===== src/hdl/gmdp_pkg.sv =====
// ----------------------------------------------------------------------------
// gmdp_pkg
// Shared types and constants of the maximum descending path block: the
// fixed widths of the configuration and result words, and the queue depth.
// ----------------------------------------------------------------------------
package gmdp_pkg;

    // Width and reset value of the grid size register.
    localparam int SIZE_BITS  = 7;
    localparam int SIZE_RESET = 4;

    // Result word fields.
    localparam int SUM_OUT_BITS   = 22;
    localparam int COL_OUT_BITS   = 7;
    localparam int OUT_TDATA_BITS = 32;
    localparam int OUT_PAD_BITS   = OUT_TDATA_BITS - SUM_OUT_BITS - COL_OUT_BITS;

    // Depth of the result queue and the width of its fill count.
    localparam int RES_DEPTH     = 4;
    localparam int RES_PTR_BITS  = 2;
    localparam int RES_CNT_BITS  = 3;

    // One result word, best_sum in the low bits.
    typedef struct packed {
        logic [COL_OUT_BITS-1:0]        best_column;
        logic signed [SUM_OUT_BITS-1:0] best_sum;
    } result_t;

endpackage


===== src/hdl/gmdp_row_mem.sv =====
// ----------------------------------------------------------------------------
// gmdp_row_mem
// Row buffer of running path sums: one write port and one read port with
// a registered read that only updates when a read is requested.
// ----------------------------------------------------------------------------
module gmdp_row_mem #(
    parameter int DEPTH = 64,
    parameter int WIDTH = 23
) (
    input  logic                     aclk,
    input  logic                     wr_en,
    input  logic [$clog2(DEPTH)-1:0] wr_addr,
    input  logic [WIDTH-1:0]         wr_data,
    input  logic                     rd_en,
    input  logic [$clog2(DEPTH)-1:0] rd_addr,
    output logic [WIDTH-1:0]         rd_data
);

    logic [WIDTH-1:0] mem [DEPTH];
    logic [WIDTH-1:0] rd_data_reg;

    // Write port.
    always_ff @(posedge aclk) begin
        if (wr_en) begin
            mem[wr_addr] <= wr_data;
        end
    end

    // Read port; the data holds until the next read.
    always_ff @(posedge aclk) begin
        if (rd_en) begin
            rd_data_reg <= mem[rd_addr];
        end
    end

    assign rd_data = rd_data_reg;

endmodule


===== src/hdl/gmdp_out_fifo.sv =====
// ----------------------------------------------------------------------------
// gmdp_out_fifo
// Small result queue between the path sum pipeline and the output stream.
// It lets the input side keep running while results wait to be taken.
// ----------------------------------------------------------------------------
module gmdp_out_fifo (
    input  logic                               aclk,
    input  logic                               aresetn,
    input  logic                               push,
    input  gmdp_pkg::result_t                  push_word,
    input  logic                               pop,
    output logic                               not_empty,
    output gmdp_pkg::result_t                  head_word,
    output logic [gmdp_pkg::RES_CNT_BITS-1:0]  count
);

    import gmdp_pkg::*;

    result_t                 slot_reg [RES_DEPTH];
    logic [RES_PTR_BITS-1:0] wr_ptr_reg;
    logic [RES_PTR_BITS-1:0] rd_ptr_reg;
    logic [RES_CNT_BITS-1:0] count_reg;
    logic                    do_pop;

    assign do_pop = pop && (count_reg != '0);

    // Storage; no reset needed on the payload.
    always_ff @(posedge aclk) begin
        if (push) begin
            slot_reg[wr_ptr_reg] <= push_word;
        end
    end

    // Pointers and fill count.
    always_ff @(posedge aclk) begin
        if (!aresetn) begin
            wr_ptr_reg <= '0;
            rd_ptr_reg <= '0;
            count_reg  <= '0;
        end else begin
            if (push) begin
                wr_ptr_reg <= wr_ptr_reg + RES_PTR_BITS'(1);
            end
            if (do_pop) begin
                rd_ptr_reg <= rd_ptr_reg + RES_PTR_BITS'(1);
            end
            if (push && !do_pop) begin
                count_reg <= count_reg + RES_CNT_BITS'(1);
            end else if (!push && do_pop) begin
                count_reg <= count_reg - RES_CNT_BITS'(1);
            end
        end
    end

    assign not_empty = (count_reg != '0);
    assign head_word = slot_reg[rd_ptr_reg];
    assign count     = count_reg;

endmodule


===== src/hdl/grid_max_descending_path.sv =====
// ----------------------------------------------------------------------------
// grid_max_descending_path
// Maximum falling path sum over a square grid streamed in row-major order.
// ----------------------------------------------------------------------------
// The block takes one grid cell per clock cycle. Each accepted cell issues a
// read of the row buffer one column ahead (the first column when the cell
// ends a row); the cycle after, the cell's sum is formed from a three-way
// maximum and one add and written back at its own column. Previous-row sums
// of the left and own columns are kept in a small window of registers, and a
// write that hits the address being read in the same cycle is forwarded. After
// the last cell of the grid, stage B pushes the best bottom-row sum and its
// 1-based column as a result word. Results pass through a four-word queue,
// so the input only stalls when four results are waiting, or three are
// waiting while a fourth is being queued. A write to grid_size starts a new
// grid; values of 0 act as 1, and values above MAX_SIZE act as MAX_SIZE.
// ----------------------------------------------------------------------------
module grid_max_descending_path #(
    parameter int MAX_SIZE   = 64,
    parameter int VALUE_BITS = 16
) (
    input  logic                                  aclk,
    input  logic                                  aresetn,
    // Configuration: grid_size.
    input  logic                                  cfg_wr_en,
    input  logic [gmdp_pkg::SIZE_BITS-1:0]        cfg_wr_data,
    // Input stream; tdata: cell_value, zero-filled to whole bytes.
    input  logic                                  s_tvalid,
    output logic                                  s_tready,
    input  logic [((VALUE_BITS+7)/8)*8-1:0]       s_tdata,
    // Result stream; tdata: best_sum [21:0], best_column [28:22], zeros.
    output logic                                  m_tvalid,
    input  logic                                  m_tready,
    output logic [gmdp_pkg::OUT_TDATA_BITS-1:0]   m_tdata
);

    import gmdp_pkg::*;

    localparam int COL_BITS = $clog2(MAX_SIZE);
    localparam int SUM_BITS = VALUE_BITS + COL_BITS + 1;

    // Configuration and grid position.
    logic [SIZE_BITS-1:0] grid_size_reg;
    logic [COL_BITS-1:0]  last_col;
    logic [COL_BITS-1:0]  c_reg, c_next;
    logic [COL_BITS-1:0]  r_reg, r_next;
    logic                 accept;
    logic                 c_last;
    logic                 r_last;
    logic [COL_BITS-1:0]  rd_addr;

    // Stage B: the cell whose row buffer read is in flight.
    logic                         b_valid_reg;
    logic signed [VALUE_BITS-1:0] b_value_reg;
    logic [COL_BITS-1:0]          b_col_reg;
    logic                         b_first_reg;
    logic                         b_lastc_reg;
    logic                         b_lastr_reg;
    logic                         b_row0_reg;

    // Previous-row window and forwarding.
    logic signed [SUM_BITS-1:0] left_reg, left_next;
    logic signed [SUM_BITS-1:0] here_reg, here_next;
    logic                       fwd_reg;
    logic signed [SUM_BITS-1:0] fwd_data_reg;
    logic [SUM_BITS-1:0]        mem_rd_data;
    logic signed [SUM_BITS-1:0] right_sum;
    logic signed [SUM_BITS-1:0] max_a;
    logic signed [SUM_BITS-1:0] max_b;
    logic signed [SUM_BITS-1:0] cell_sum;

    // Best bottom-row sum.
    logic signed [SUM_BITS-1:0] best_reg, best_next;
    logic [COL_BITS-1:0]        best_col_reg, best_col_next;
    logic                       b_emit;
    result_t                    res_word;
    result_t                    head_word;
    logic                       res_not_empty;
    logic [RES_CNT_BITS-1:0]    res_count;

    // Effective last column index from the size register.
    always_comb begin
        if (grid_size_reg == '0) begin
            last_col = '0;
        end else if (32'(grid_size_reg) > 32'(MAX_SIZE)) begin
            last_col = COL_BITS'(MAX_SIZE - 1);
        end else begin
            last_col = COL_BITS'(grid_size_reg - SIZE_BITS'(1));
        end
    end

    assign b_emit   = b_valid_reg && b_lastr_reg && b_lastc_reg;
    assign s_tready = (res_count + RES_CNT_BITS'(b_emit)) < RES_CNT_BITS'(RES_DEPTH);
    assign accept   = s_tvalid && s_tready;
    assign c_last   = (c_reg == last_col);
    assign r_last   = (r_reg == last_col);
    assign rd_addr  = c_last ? '0 : c_reg + COL_BITS'(1);

    // Grid position after an accepted cell.
    always_comb begin
        c_next = c_reg;
        r_next = r_reg;
        if (accept) begin
            if (c_last) begin
                c_next = '0;
                r_next = r_last ? '0 : r_reg + COL_BITS'(1);
            end else begin
                c_next = c_reg + COL_BITS'(1);
            end
        end
    end

    // Configuration register and position counters.
    always_ff @(posedge aclk) begin
        if (!aresetn) begin
            grid_size_reg <= SIZE_BITS'(SIZE_RESET);
            c_reg         <= '0;
            r_reg         <= '0;
        end else if (cfg_wr_en) begin
            grid_size_reg <= cfg_wr_data;
            c_reg         <= '0;
            r_reg         <= '0;
        end else begin
            c_reg <= c_next;
            r_reg <= r_next;
        end
    end

    // Stage B control.
    always_ff @(posedge aclk) begin
        if (!aresetn) begin
            b_valid_reg <= 1'b0;
        end else begin
            b_valid_reg <= accept;
        end
    end

    // Stage B payload and forwarding of a same-cycle write to the read address.
    always_ff @(posedge aclk) begin
        if (accept) begin
            b_value_reg  <= s_tdata[VALUE_BITS-1:0];
            b_col_reg    <= c_reg;
            b_first_reg  <= (c_reg == '0);
            b_lastc_reg  <= c_last;
            b_lastr_reg  <= r_last;
            b_row0_reg   <= (r_reg == '0);
            fwd_reg      <= b_valid_reg && (b_col_reg == rd_addr);
            fwd_data_reg <= cell_sum;
        end
    end

    gmdp_row_mem #(
        .DEPTH (MAX_SIZE),
        .WIDTH (SUM_BITS)
    ) u_row_mem (
        .aclk    (aclk),
        .wr_en   (b_valid_reg),
        .wr_addr (b_col_reg),
        .wr_data (cell_sum),
        .rd_en   (accept),
        .rd_addr (rd_addr),
        .rd_data (mem_rd_data)
    );

    // Three-way maximum over the previous row and the cell's sum.
    always_comb begin
        right_sum = fwd_reg ? fwd_data_reg : $signed(mem_rd_data);
        max_a     = (!b_first_reg && (left_reg > here_reg)) ? left_reg : here_reg;
        max_b     = (!b_lastc_reg && (right_sum > max_a)) ? right_sum : max_a;
        if (b_row0_reg) begin
            cell_sum = SUM_BITS'(b_value_reg);
        end else begin
            cell_sum = SUM_BITS'(b_value_reg) + max_b;
        end
    end

    // Window shift and best bottom-row tracking.
    always_comb begin
        left_next     = left_reg;
        here_next     = here_reg;
        best_next     = best_reg;
        best_col_next = best_col_reg;
        if (b_valid_reg) begin
            left_next = here_reg;
            here_next = right_sum;
            if (b_lastr_reg && (b_first_reg || (cell_sum > best_reg))) begin
                best_next     = cell_sum;
                best_col_next = b_col_reg;
            end
        end
    end

    always_ff @(posedge aclk) begin
        if (!aresetn) begin
            left_reg     <= '0;
            here_reg     <= '0;
            best_reg     <= '0;
            best_col_reg <= '0;
        end else begin
            left_reg     <= left_next;
            here_reg     <= here_next;
            best_reg     <= best_next;
            best_col_reg <= best_col_next;
        end
    end

    // Result word for the queue.
    always_comb begin
        res_word.best_sum    = SUM_OUT_BITS'(best_next);
        res_word.best_column = COL_OUT_BITS'(32'(best_col_next) + 32'd1);
    end

    gmdp_out_fifo u_out_fifo (
        .aclk      (aclk),
        .aresetn   (aresetn),
        .push      (b_emit),
        .push_word (res_word),
        .pop       (m_tready),
        .not_empty (res_not_empty),
        .head_word (head_word),
        .count     (res_count)
    );

    assign m_tvalid = res_not_empty;
    assign m_tdata  = {OUT_PAD_BITS'(0), head_word};

    // The grid position never passes the last row or column.
    assert property (@(posedge aclk) disable iff (!aresetn)
        (c_reg <= last_col) && (r_reg <= last_col))
    else $error("grid position beyond the grid size");

    // The input only stalls while results are waiting.
    assert property (@(posedge aclk) disable iff (!aresetn)
        !s_tready |-> m_tvalid)
    else $error("input stalled with no result pending");

    // A delivered column is 1-based and at most MAX_SIZE.
    assert property (@(posedge aclk) disable iff (!aresetn)
        m_tvalid |-> (head_word.best_column != '0) &&
                     (32'(head_word.best_column) <= 32'(MAX_SIZE)))
    else $error("result column out of range");

endmodule


===== config.mk =====
export PLATFORM = sky130hd
export DESIGN_NAME = grid_max_descending_path
export DESIGN_NICKNAME = d
export VERILOG_FILES = /design/src/hdl/gmdp_pkg.sv /design/src/hdl/gmdp_row_mem.sv /design/src/hdl/gmdp_out_fifo.sv /design/src/hdl/grid_max_descending_path.sv
export SDC_FILE = /design/constraint.sdc
export NUM_CORES = 2
export LEC_CHECK = 0
export ABC_AREA = 1
export BUFFER_PORTS_ARGS = -buffer_cell sky130_fd_sc_hd__buf_2
export CORE_ASPECT_RATIO = 0.8
export CORE_UTILIZATION = 45
export DETAILED_ROUTE_END_ITERATION = 8
export SLEW_MARGIN = 25
export SYNTH_ARGS = -nofsm -noshare
export SYNTH_HDL_FRONTEND = slang
export SYNTH_HIERARCHICAL = 1
export SYNTH_SLANG_ARGS = --single-unit
export TNS_END_PERCENT = 100

===== constraint.sdc =====
create_clock -name aclk -period 8.9 [get_ports aclk]
set_clock_uncertainty 0.05 [all_clocks]
set_input_delay 1.335 -clock aclk [delete_from_list [all_inputs] [get_ports aclk]]
set_output_delay 1.335 -clock aclk [all_outputs]
set_load 0.01 [all_outputs]

### Word level (Yosys, flattened, before mapping)

Memory sizes are Yosys's and may differ from the RTL's. A register that Yosys moved wholly into a read port is not among the register bits.
Index checks and enable logic that the tools add are counted.

| storage, ports and cells | value |
|---|---|
| flip-flop bits (word level) | 152 |
| latch bits | 0 |
| RAM bits | 1,588 |
| bits in read-only memories | 0 |
| bits of input ports | 28 |
| output and inout port bits | 34 |
| logic and storage cells | 84 |
| memories kept | 2 |

| operators by class | value |
|---|---|
| add/subtract/negate cells | 10 |
| multiply operators | 0 |
| div/mod/pow operators | 0 |
| order comparisons | 5 |
| eq/ne operators | 3 |
| shifts and indexed selects | 0 |
| mux-type cells | 20 |
| bitwise operators | 1 |
| reductions and logical operators | 23 |

Memories:

| memory | depth | bits a word | read ports | clocked after Yosys merged registers in | write ports | line | source |
|---|---|---|---|---|---|---|---|
| u_row_mem.mem | 64 | 23 | 1 | 1 | 1 | gmdp_row_mem.sv:19 | `logic [WIDTH-1:0] mem [DEPTH];` |
| u_out_fifo.slot_reg | 4 | 29 | 1 | 1 | 1 | gmdp_out_fifo.sv:19 | `result_t slot_reg [RES_DEPTH];` |

Operators with widths:

| cell | number |
|---|---|
| $mux W23 | 4 |
| $gt A23 B23 Y1 | 3 |
| $mux W22 | 2 |
| $mux W6 | 6 |
| $add A16 B23 Y23 | 1 |
| $eq A6 B6 Y1 | 3 |
| $add A6 B1 Y6 const B | 2 |
| $logic_not A6 Y1 | 2 |
| $logic_and A1 B1 Y1 | 10 |
| $add A6 B1 Y7 const B | 1 |
| $gt A7 B7 Y1 const B | 1 |
| $logic_not A7 Y1 | 1 |
| $mux W3 | 2 |
| $sub A6 B1 Y6 const B | 1 |
| $add A2 B1 Y2 const B | 2 |
| $logic_not A1 Y1 | 4 |
| $mux W1 | 4 |
| $mux W2 | 2 |
| $reduce_and A2 Y1 | 2 |
| $add A3 B1 Y3 | 1 |
| $add A3 B1 Y3 const B | 1 |
| $lt A3 B3 Y1 const B | 1 |
| $reduce_bool A3 Y1 | 1 |
| $sub A3 B1 Y3 const B | 1 |
| other kinds (4) | 4 |

### Longest topological paths before layout

| logic depth | value |
|---|---|
| depth after elaboration | 14 |
| gate-level depth with buffers | 63 |
| mapped depth without buffers | 60 |

### By module

The synthesis kept the hierarchy.

Modules (own cells, without submodules):

| module | instances | cells each | area an instance (um^2) | seq. area each (um^2) |
|---|---|---|---|---|
| gmdp_row_mem | 1 | 5,014 | 60,165.2 | 44,893.1 |
| grid_max_descending_path | 1 | 1,403 | 9,819.4 | 3,403.3 |
| gmdp_out_fifo | 1 | 343 | 5,068.6 | 3,663.5 |

### Worst setup path after synthesis

Ideal clock, no wire load.

| timing path | value |
|---|---|
| kind | register to register |
| start point | register here_reg[22] |
| end point | memory u_out_fifo/slot_reg[0][26] (netlist bit), data pin |
| setup time | 180 ps |
| arrival time | 8,822 ps |
| required time | 8,670 ps |
| slack | -153 ps |
| stages on the path, launching flop included | 48 |
| path buffers | 3 |
| period minus slack after synthesis | 9,053 ps |
| cells stage by stage | dfxtp_1 -> inv_1 -> ha_1 -> nand2_1 -> nor2_1 -> nand2_1 -> nor2_1 -> nand2_1 -> nand3_1 -> nand2_1 -> nand3_1 -> clkbuf_1 -> o21ai_0 -> ha_1 -> nand2_1 -> nor2_1 -> nand2_1 -> nor3_1 -> [... 12 more ...] -> ha_1 -> a21oi_1 -> o21a_1 -> nand2_1 -> nand2_1 -> nand3_1 -> nand2_1 -> nand2_1 -> nand2_1 -> nand2_2 -> nand2_4 -> buf_6 -> nand2_1 -> nand2_1 -> ha_1 -> nand2_1 -> nor2_2 -> xor2_1 |

RTL lines:

| element | line | source |
|---|---|---|
| start: declaration | grid_max_descending_path.sv:62 | `logic signed [SUM_BITS-1:0] here_reg, here_next;` |
| start signal: assignment | grid_max_descending_path.sv:200 | `here_reg <= here_next;` |
| end: declaration | gmdp_out_fifo.sv:19 |  |

### Worst setup path after layout

| timing path | value |
|---|---|
| start point | register here_reg[22] |
| end point | memory u_out_fifo/slot_reg[3][10] (netlist bit), data pin |

| between the ends | value |
|---|---|
| cells in the longest elaborated chain, start to end | 13 |

Ends and longest elaborated chain:

| element | line | source |
|---|---|---|
| $gt A23 B23 Y1 | grid_max_descending_path.sv:167 | `max_a = (!b_first_reg && (left_reg > here_reg)) ? left_reg : here_reg;` |
| $logic_and A1 B1 Y1 | grid_max_descending_path.sv:167 |  |
| $mux W23 * | grid_max_descending_path.sv:167 |  |
| $gt A23 B23 Y1 | grid_max_descending_path.sv:168 | `max_b = (!b_lastc_reg && (right_sum > max_a)) ? right_sum : max_a;` |
| $logic_and A1 B1 Y1 | grid_max_descending_path.sv:168 |  |
| $mux W23 * | grid_max_descending_path.sv:168 |  |
| $add A16 B23 Y23 * | grid_max_descending_path.sv:172 | `cell_sum = SUM_BITS'(b_value_reg) + max_b;` |
| $mux W23 * | grid_max_descending_path.sv:169 | `if (b_row0_reg) begin` |
| net cell_sum[14] | grid_max_descending_path.sv:69 | `logic signed [SUM_BITS-1:0] cell_sum;` |
| $gt A23 B23 Y1 * | grid_max_descending_path.sv:185 | `if (b_lastr_reg && (b_first_reg \|\| (cell_sum > best_reg))) begin` |
| $logic_or A1 B1 Y1 * | grid_max_descending_path.sv:185 |  |
| $logic_and A1 B1 Y1 * | grid_max_descending_path.sv:185 |  |
| $mux W22 * | grid_max_descending_path.sv:185 |  |
| $mux W22 * | grid_max_descending_path.sv:182 | `if (b_valid_reg) begin` |
| net best_next[10] | grid_max_descending_path.sv:72 | `logic signed [SUM_BITS-1:0] best_reg, best_next;` |

Mark *: on every way through the listed nets, which the timed path passes. The rest lies on a longest branch.

==> flow_metrics.env <==
export IMPL_cts_max_level=4
export IMPL_cp_required_ns=9.39
export IMPL_final_period_utilization_pct=91.5
export IMPL_final_fill_count=14500
export IMPL_timing_fmax_mhz=123
export IMPL_hold_buffers=0
export IMPL_io_pin_count=62
export IMPL_synth_top_area_share_pct=66.5
export IMPL_firstDrtPassIters=5
export IMPL_slew_violations=0
export IMPL_tritoncts="done"
export IMPL_min_path_type="reg2reg"
export IMPL_drv_cap=0
export IMPL_die_y_um=367
export IMPL_synth_area_leader_cell="edfxtp_1"
export IMPL_crit_path_top_delay_cell="o21ai_0"
export IMPL_initial_core_util_pct=45.5
export IMPL_cts_buffer_depth=3
export IMPL_critical_path_top_delay_family="simple AND/OR/NAND/NOR gates"
export IMPL_synth_area_um2=75100
export IMPL_final_hold_violation_count=0
export IMPL_syn_avg_cell_area_um2=11.1
export IMPL_die_area_um2=168000
export IMPL_synth_most_common_cell="nand2_1"
export IMPL_final_setup_viol_count=0
export IMPL_synth_warnings=6
export IMPL_ys_flop_type="edfxtp_1"
export IMPL_synth_area_top_cells="edfxtp_1 66%, nand2_1 11%, nand3_1 8.7%"
export IMPL_largest_reg_flops=1472
export IMPL_ys_ff_latch=1765
export IMPL_clockRootBuffer="clkbuf_16"
export IMPL_maxSlewHeadroom_pct=25.5
export IMPL_start_kind="register"
export IMPL_tightest_slew_ns=1.12
export IMPL_grt_first_pass_wirelength_um=312000
export IMPL_hpwl_um=117000
export IMPL_arrival_ns=8.63
export IMPL_wl_per_cell_um=23.2
export IMPL_ir_worst_vdd_mv=0.228
export IMPL_period_needed_ns=8.15
export IMPL_grt_use_met2_pct=35.8
export IMPL_cp_end_kind="register"
export IMPL_gp_congestion=0.900
export IMPL_die_w_um=459
export IMPL_synth_common_cells="2259 x nand2_1, 1661 x edfxtp_1, 1312 x nand3_1"
export IMPL_port_buffers=58
export IMPL_antenna_found_initial=14
export IMPL_totalWireLength_um=212000
export IMPL_drt_iter0_drc=6424
export IMPL_status="complete, no violations"
export IMPL_met3_usage_pct=4.71
export IMPL_cellPowerDensity_nw_per_um2=268
export IMPL_setup_slack_ns=0.755
export IMPL_fin_setup_tns_ns=0
export IMPL_synth_seq_area_share_pct=69.2
export IMPL_grt_busiest_layer="met1"
export IMPL_fin_nets=6893
export IMPL_fp_coreArea_um2=165000
export IMPL_synth_async_reset_ratio_pct=0
export IMPL_num_vias=50900
export IMPL_crit_buf_inv=9
export IMPL_cpPeakStageDelay_ns=0.51
export IMPL_drc=0
export IMPL_clock_sinks=1765
export IMPL_numCtsBuffers=172
export IMPL_drive_gt1_share_pct=8.99
export IMPL_critical_path_class="reg2reg"
export IMPL_path_clk_slew_ns=0.06
export IMPL_grt_setup_unrepaired="no"
export IMPL_pre_cts_slack_ns=0.488
export IMPL_insertion_delay_ns=0.82
export IMPL_synth_distinct_cells=47
export IMPL_viasPerCell=5.58
export IMPL_synth_enable_flop_cells=1661
export IMPL_netlist_instances=6760
export IMPL_grt_remaining_overflow=0
export IMPL_cpMostUsedCell="nand2_1"
export IMPL_grt_max_degree=170
export IMPL_met1_usage_pct=37.8
export IMPL_leakagePower_nw=30.4
export IMPL_grt_usage_pct=24.9
export IMPL_drtAntennaViolNets=0
export IMPL_grt_pass1_vias=46800
export IMPL_critical_path_max_fanout=26
export IMPL_rows=133
export IMPL_synthToLayoutAreaGrowth_pct=10.5
[cell type report]
class	instances	area (µm²)	share of cell area (%)
diodes	7	17.5	0.0211
clock buffers	225	4610	5.55
clock inverters	82	629	0.759
inverters	236	957	1.15
multi-input cells	4378	20500	24.7
flip-flops and latches	1765	52000	62.7
well taps	2227	2790	3.36
repair buffers	205	1480	1.78
repair inverters	2	15.0	0.0181
[per-stage QoR]
stage | util, % | cell area, µm² | hold WS, ns | total power (W) | instances
global placement | 47.1 | 77600 | 0.402 | 0.0152 | 8810
floorplan | - | 75100 | 0.392 | 0.0133 | 6762
detailed placement | 47.1 | 77600 | 0.410 | 0.0153 | 8810
finish | 50.3 | 82900 | 0.425 | 0.0222 | 9127
CTS | 50.2 | 82800 | 0.420 | 0.0222 | 9117
global route | 50.3 | 82900 | 0.451 | 0.0231 | 9120
[cell families (layout without fill, tap and decap cells)]
kind of cell             Yosys count  in the layout  share of synthesized area (%)
buffers and inverters            619            750                           3.85
XOR/XNOR                          27             27                          0.315
AO/OA/AOI/OAI                    391            391                           2.90
other                              1             10                        0.00500
flip-flops                      1765           1765                           69.2
adder cells (fa/ha/maj)          105            105                           1.77
AND/OR/NAND/NOR                 3852           3852                           21.9
[metal layers]
layer,vias up,share of wire [%]
met5,-,0.0066
met3,310,9.7
met2,2247,43
met4,2,2.6
met1,24900,45
li1,23500,-
[timing repair]
action	CTS	global route
gates resized for setup	0	27
setup endpoints to repair	0	134
setup buffers	0	1
[cell usage in the layout, fill, tap and decap left out, types with 102 or more instances in the layout]
| master | Yosys | routed |
|---|---|---|
| clkbuf_16 | 0 | 175 |
| nand3_1 | 1312 | 1311 |
| nand2_1 | 2259 | 2257 |
| o21ai_0 | 210 | 193 |
| ha_1 | 103 | 102 |
| inv_1 | 222 | 195 |
| dfxtp_1 | 104 | 102 |
| edfxtp_1 | 1661 | 1661 |
| nor2_1 | 177 | 120 |
| buf_4 | 29 | 139 |
| a21oi_1 | 126 | 126 |
[tightest hold or removal path: stages, from the launching register on]
cell     delay, ns
dfxtp_1       0.31
nand2_1       0.06
a21oi_1       0.06
[path summary, 6_finish.rpt]
| path | from | end | slack, ns | cells after the start |
|---|---|---|---|---|
| max | here_reg[22]$_SDFFE_PN0P_ | u_out_fifo/slot_reg[3][10]$_DFFE_PP_ | 0.75 | 48 |
| min | r_reg[4]$_SDFFE_PP0P_ | r_reg[4]$_SDFFE_PP0P_ | 0.42 | 2 |
| max reg2reg | here_reg[22]$_SDFFE_PN0P_ | u_out_fifo/slot_reg[3][10]$_DFFE_PP_ | 0.75 | 48 |
| min reg2reg | r_reg[4]$_SDFFE_PP0P_ | r_reg[4]$_SDFFE_PP0P_ | 0.42 | 2 |
[power by group]
part,switching (W),internal [W],leakage (nW),total (W)
combinational,0.00408,0.00142,12.0,0.00550
sequential,0.000110,0.00964,15.9,0.00975
clock,0.00311,0.00384,2.54,0.00695
(Power assumes the default switching activity.)
